[config.mk]
export PLATFORM = sky130hd
export DESIGN_NAME = cbae_ctrl
export DESIGN_NICKNAME = d
export VERILOG_FILES = /design/src/rtl/cbae_pkg.sv /design/src/rtl/cbae_ctrl.sv
export SDC_FILE = /design/constraint.sdc
export NUM_CORES = 1
export LEC_CHECK = 0
export BUFFER_PORTS_ARGS = -buffer_cell sky130_fd_sc_hd__buf_2
export CAP_MARGIN = 10
export CORE_AREA = 2 2 39 41
export CTS_CLUSTER_SIZE = 40
export DETAILED_ROUTE_END_ITERATION = 6
export DIE_AREA = 0 0 41 43
export PLACE_DENSITY = 0.65
export SYNTH_ARGS = -nofsm -noshare
export SYNTH_HDL_FRONTEND = slang
export SYNTH_SLANG_ARGS = --single-unit
[constraint.sdc]
create_clock -name aclk -period 2.56 [get_ports aclk]
set_input_delay 0.256 -clock aclk [delete_from_list [all_inputs] [get_ports aclk]]
set_output_delay 0.256 -clock aclk [all_outputs]
set_load 0.01 [all_outputs]
[src/rtl/cbae_pkg.sv]
// shared types and constants of the context binary arithmetic encoder
`default_nettype none

package cbae_pkg;

    // field and register widths
    localparam int CMD_W      = 2;
    localparam int SYM_W      = 9;
    localparam int BYTE_W     = 8;
    localparam int RANGE_W    = 32;
    localparam int MODEL_W    = 8;
    localparam int CTX_CFG_W  = 5;
    localparam int SYMB_CFG_W = 4;
    localparam int CFG_IDX_W  = 2;
    localparam int CFG_DATA_W = 5;

    // default table index width
    localparam int MAX_CONTEXT_BITS_DEF = 16;

    // register reset values and limits
    localparam logic [CTX_CFG_W-1:0]  CTX_BITS_RESET = 5'd13;
    localparam logic [SYMB_CFG_W-1:0] SYM_BITS_RESET = 4'd8;
    localparam logic [SYMB_CFG_W-1:0] SYM_BITS_MAX   = 4'd9;

    // register indexes
    localparam logic [CFG_IDX_W-1:0] CFG_CONTEXT_BITS = 2'd0;
    localparam logic [CFG_IDX_W-1:0] CFG_SYMBOL_BITS  = 2'd1;

    // input commands
    localparam logic [CMD_W-1:0] CMD_ENCODE  = 2'd0;
    localparam logic [CMD_W-1:0] CMD_FLUSH   = 2'd1;
    localparam logic [CMD_W-1:0] CMD_RESTART = 2'd2;
    localparam logic [CMD_W-1:0] CMD_UNUSED  = 2'd3;

    // controller states
    typedef enum logic [2:0] {
        S_CLEAR,
        S_IDLE,
        S_READ,
        S_MUL,
        S_UPD,
        S_NORM,
        S_FLUSH,
        S_DONE
    } state_t;

    // controller to datapath commands
    typedef struct packed {
        logic load_sym;
        logic clr_start;
        logic clr_step;
        logic mem_rd;
        logic do_mul;
        logic do_upd;
        logic shift_out;
        logic finish;
    } ctrl_cmd_t;

    // datapath to controller status
    typedef struct packed {
        logic len_zero;
        logic bits_done;
        logic top_equal;
        logic range_full;
        logic clr_done;
        logic can_shift;
        logic pend_valid;
        logic out_free;
    } dp_status_t;

endpackage

`default_nettype wire

[src/rtl/cbae_ctrl.sv]
// encoder controller: sequences clearing, bit coding, normalizing and flushing
`default_nettype none

module cbae_ctrl (
    input  wire logic                      aclk,
    input  wire logic                      aresetn,
    input  wire logic                      s_valid,
    output logic                           s_ready,
    input  wire logic [cbae_pkg::CMD_W-1:0] s_cmd,
    input  wire cbae_pkg::dp_status_t      status,
    output cbae_pkg::ctrl_cmd_t            ctrl
);

    cbae_pkg::state_t state_reg;
    cbae_pkg::state_t state_next;

    // state register, clearing pass after reset
    always_ff @(posedge aclk) begin
        if (!aresetn) begin
            state_reg <= cbae_pkg::S_CLEAR;
        end else begin
            state_reg <= state_next;
        end
    end

    // next state and commands
    always_comb begin
        state_next = state_reg;
        ctrl       = '0;
        s_ready    = 1'b0;
        case (state_reg)
            cbae_pkg::S_CLEAR: begin
                ctrl.clr_step = 1'b1;
                if (status.clr_done) begin
                    state_next = cbae_pkg::S_IDLE;
                end
            end
            cbae_pkg::S_IDLE: begin
                s_ready = 1'b1;
                if (s_valid) begin
                    case (s_cmd)
                        cbae_pkg::CMD_ENCODE: begin
                            if (!status.len_zero) begin
                                ctrl.load_sym = 1'b1;
                                state_next    = cbae_pkg::S_READ;
                            end
                        end
                        cbae_pkg::CMD_FLUSH: begin
                            state_next = cbae_pkg::S_FLUSH;
                        end
                        cbae_pkg::CMD_RESTART: begin
                            ctrl.clr_start = 1'b1;
                            state_next     = cbae_pkg::S_CLEAR;
                        end
                        default: begin
                        end
                    endcase
                end
            end
            cbae_pkg::S_READ: begin
                ctrl.mem_rd = 1'b1;
                state_next  = cbae_pkg::S_MUL;
            end
            cbae_pkg::S_MUL: begin
                ctrl.do_mul = 1'b1;
                state_next  = cbae_pkg::S_UPD;
            end
            cbae_pkg::S_UPD: begin
                ctrl.do_upd = 1'b1;
                state_next  = cbae_pkg::S_NORM;
            end
            cbae_pkg::S_NORM: begin
                if (status.top_equal) begin
                    ctrl.shift_out = status.can_shift;
                end else if (status.bits_done) begin
                    state_next = cbae_pkg::S_DONE;
                end else begin
                    state_next = cbae_pkg::S_READ;
                end
            end
            cbae_pkg::S_FLUSH: begin
                if (!status.range_full) begin
                    ctrl.shift_out = status.can_shift;
                end else begin
                    state_next = cbae_pkg::S_DONE;
                end
            end
            cbae_pkg::S_DONE: begin
                if (!status.pend_valid) begin
                    state_next = cbae_pkg::S_IDLE;
                end else if (status.out_free) begin
                    ctrl.finish = 1'b1;
                    state_next  = cbae_pkg::S_IDLE;
                end
            end
            default: begin
                state_next = cbae_pkg::S_IDLE;
            end
        endcase
    end

endmodule

`default_nettype wire

Word-level counts from Yosys, hierarchy flattened

Index checks and enable logic that the tools add are counted.
Widths: inputs -> output; s select.

Register bits after elaboration: 3
Input bits: 13
Output and inout port bits: 9
Word-level logic and storage cells: 46

Eq/ne operators: 16
Muxes and demuxes: 26
Reductions and logical operators: 3

Operators by type and width:

| operator           | count |
|---|---|
| $mux 3             | 8 |
| $pmux 3 s8         | 1 |
| $mux 1             | 13 |
| $eq 3x3->1 const B | 4 |
| $pmux 3 s3         | 1 |
| $ne 2x2->1 const B | 4 |
| $reduce_and 7->1   | 1 |
| $eq 3x2->1 const B | 2 |
| $ne 3x3->1 const B | 2 |
| $mux 2             | 2 |
| $ne 4x2->1 const B | 1 |
| $eq 3x1->1 const B | 1 |
| $logic_not 3->1    | 1 |
| $eq 2x1->1 const B | 1 |
| $eq 2x2->1 const B | 1 |
| $logic_not 2->1    | 1 |
| $pmux 1 s2         | 1 |

Logic depth before layout (Yosys ltp)

Depth in word-level cells: 4
Gate-level depth with buffers: 5
Depth with buffers taken out: 4

Worst setup path after synthesis

OpenSTA, ideal clock, no wires.

Path kind: flip-flop to output port
Start: reg state_reg[1]
End: out ctrl[7] in the netlist's numbering
Arrival time: 1.141 ns
Slack: 1.163 ns
Stages on the path, launching flop included: 5
Buffers on the path: 1
Path through: dfxtp_1 > buf_6 > nor3b_2 > nand3b_1 > nor3_1

RTL lines:

| what                   | line            | RTL |
|---|---|---|
| from (decl)            | cbae_ctrl.sv:14 | `cbae_pkg::state_t state_reg;` |
| from (signal assigned) | cbae_ctrl.sv:20 | `state_reg <= cbae_pkg::S_CLEAR;` |
| from (signal assigned) | cbae_ctrl.sv:22 | `state_reg <= state_next;` |
| to (decl)              | cbae_ctrl.sv:11 | `output cbae_pkg::ctrl_cmd_t ctrl` |

==> flow_metrics.env <==
export IMPL_outcome="finished clean"
export IMPL_finish_instance_area_sq_um=482
export IMPL_drc=0
export IMPL_synthArstFlopShare=0
export IMPL_endpoint_kind="output pin"
export IMPL_insertion_delay_ns=0.24
export IMPL_syn_inst=45
export IMPL_cp_slowest_cell="dfxtp_1"
export IMPL_numPlacedInstances=80
export IMPL_swShare=0.389
export IMPL_start_util=0.252
export IMPL_synth_edf_count=0
export IMPL_use_met1=0.185
export IMPL_antenna_found_initial=0
export IMPL_worstMarginPinSlew_ns=0.407
export IMPL_setup_viol=0
export IMPL_worst_setup_path_start_kind="register"
export IMPL_cp_startpoint="state_reg[1]"
export IMPL_met2_usage=0.172
export IMPL_cellLeakagePower_nw=0.252
export IMPL_synth_seq_cells=3
export IMPL_avgSynthCellArea_sq_um=7.76
export IMPL_die_area_sq_um=1760
export IMPL_power_switching_w=0.000109
export IMPL_yosys_warnings=0
export IMPL_crit_fanout=12
export IMPL_skew_ns=0.00317
export IMPL_synth_top_area_frac=0.172
export IMPL_r2r_end="state_reg[1]"
export IMPL_cts_tree="yes"
export IMPL_largest_reg_flops=3
export IMPL_grt_first_pass_wirelength_mm=1.57
export IMPL_finalPower_w=0.000279
export IMPL_finalCritPeriodShare=0.702
export IMPL_drt_first_iter_violations=6
export IMPL_clock_path_buffers=2
export IMPL_vias=410
export IMPL_r2r_cells=4
export IMPL_reg2reg_slack_ns=1.02
export IMPL_numCtsBuffers=3
export IMPL_wire_per_inst_microns=10.5
export IMPL_die_h_microns=43
export IMPL_synth_area_sq_um=349
export IMPL_timing_final_max_slew_violations=0
export IMPL_port_buffers=21
export IMPL_track_usage=0.131
export IMPL_critPathArrivalTime_ns=1.54
export IMPL_max_stage_delay_ns=0.55
export IMPL_slew_headroom=0.728
export IMPL_cts_root_buf="clkbuf_4"
export IMPL_core_area_sq_um=1380
export IMPL_clock_sinks=3
export IMPL_ys_top_cells_by_area="dfxtp_1 (17%), inv_1 (7.5%), a21oi_1 (4.3%), nor3_1 (4.3%), a2bb2oi_2 (4.3%)"
export IMPL_yosysSeqAreaShare=0.172
export IMPL_path_clk_slew_ns=0.04
export IMPL_syn_num_nets=58
export IMPL_met3_usage=0.0314
export IMPL_drtAntennaViolNets=0
export IMPL_overflow=0
export IMPL_post_dp_hpwl_microns=671
export IMPL_ir_drop_mv=0.226
export IMPL_ys_flop_type="dfxtp_1"
export IMPL_seq_power_share=0.298
export IMPL_p_comb_frac=0.393
export IMPL_finalNetCount=82
export IMPL_dr_pass1_iters=3
export IMPL_powerDensity_nw_per_um2=579
export IMPL_viasPerCell=4.88
export IMPL_utilization=0.348
export IMPL_reg2reg_from="state_reg[1]"
export IMPL_grt_pass1_vias=407
export IMPL_finalCriticalPeriod_ns=1.80
export IMPL_worstPathRequired_ns=2.30
export IMPL_syn_to_final_growth_pct=38.0
export IMPL_drive_above_1_share=0.471
export IMPL_wirelength_microns=885
export IMPL_crit_path_end="ctrl[1]"
export IMPL_fin_cells=84
export IMPL_cp_cell_sequence="and3b_1 -> o21ai_1 -> nor2_1 -> buf_2"
export IMPL_busiest_layer="met1"
export IMPL_fp_dieW_microns=41
export IMPL_yosysTopAreaCell="dfxtp_1"
export IMPL_cts_setup_buffers=0
export IMPL_finalSetupTns_ns=0
export IMPL_grt_max_degree=14
export IMPL_clkPwrFrac=0.309
export IMPL_maxCapViolCount=0
export IMPL_finalWeightedCongestion=0.714
export IMPL_rows=14
export IMPL_min_from="aresetn"
export IMPL_ctsHoldBuffers=0
export IMPL_netlist_top_cells_count="inv_1 (7), a21oi_1 (3), dfxtp_1 (3), nor2_1 (3), nor3_1 (3)"
export IMPL_antennaDiodeCount=0
export IMPL_rsz0062_at_grt="false"
export IMPL_ys_types=30
export IMPL_hold_violations=0
export IMPL_io_pins=22
export IMPL_hp_class="primary input to register"
export IMPL_fillers=166
export IMPL_path_class="register to output pin"
export IMPL_post_synth_top_count_cell="inv_1"
export IMPL_fmax_mhz=557
export IMPL_htreeDepth=1
export IMPL_p_int_w=0.000170
export IMPL_place_area_sq_um=455
export IMPL_cts_resized=0
==> area by class of cell <==
type                            instances  area (sq um)  area share
Multi-Input combinational cell         33           244       0.506
Timing Repair Buffer                   21           105       0.218
Sequential cell                         3          60.1       0.125
Clock buffer                            4          26.3      0.0545
Inverter                                7          26.3      0.0545
Tap cell                               16          20.0      0.0416
==> how the worst min path moves through the flow <==
stage / endpoint / slack (ns) / depth (start not counted)
detailed placement: state_reg[2] / 0.54 / 3
global route: state_reg[2] / 0.30 / 3
global placement: state_reg[0] / 0.54 / 3
finish: state_reg[0] / 0.29 / 3
floorplan: state_reg[2] / 0.39 / 2
CTS: state_reg[2] / 0.29 / 3
==> stage by stage <==
step / hold slack (ns) / setup slack [ns]
after global placement: 0.541 / 1.03
after floorplan: 0.388 / 1.16
after CTS: 0.287 / 0.753
after global routing: 0.299 / 0.595
after detailed placement: 0.540 / 1.02
final: 0.289 / 0.763
==> cell usage in the layout, fill, tap and decap left out, types with 2 or more instances in the layout <==
cell type / Yosys / layout
a21oi_1: 3 / 3
buf_2: 0 / 21
clkbuf_4: 0 / 3
dfxtp_1: 3 / 3
inv_1: 7 / 7
nor2_1: 3 / 3
nor3_1: 3 / 3
nor3b_1: 2 / 2
==> critical path, delay by kind of cell, from the launching register on <==
family | cells | cell delay [ns]
AOI/OAI and AO/OA | 1 | 0.32
and+or+nand+nor | 2 | 0.29
DFF | 1 | 0.55
buffers and inverters | 1 | 0.14
==> power groups by stage <==
| stage | clock, W | sequential, W | combinational, W |
|---|---|---|---|
| after floorplan | 0 | 0.0000641 | 0.0000999 |
| after global placement | 0 | 0.0000831 | 0.000109 |
| after detailed placement | 0 | 0.0000836 | 0.000110 |
| after CTS | 0.0000889 | 0.0000830 | 0.000111 |
| after global routing | 0.0000950 | 0.0000885 | 0.000123 |
| final | 0.0000861 | 0.0000830 | 0.000110 |
==> routing by layer <==
layer,routed length (microns),vias up
met2,382,20
met3,70,2
met1,414,180
met4,17,0
met5,0,-
li1,-,208
==> cell families after synthesis <==
group | Yosys count | share of synthesized area
AO/OA/AOI/OAI | 13 | 0.294
flip-flops | 3 | 0.172
AND/OR/NAND/NOR | 19 | 0.376
multiplexers | 1 | 0.0287
buffers and inverters | 9 | 0.129
(Power assumes the default switching activity.)
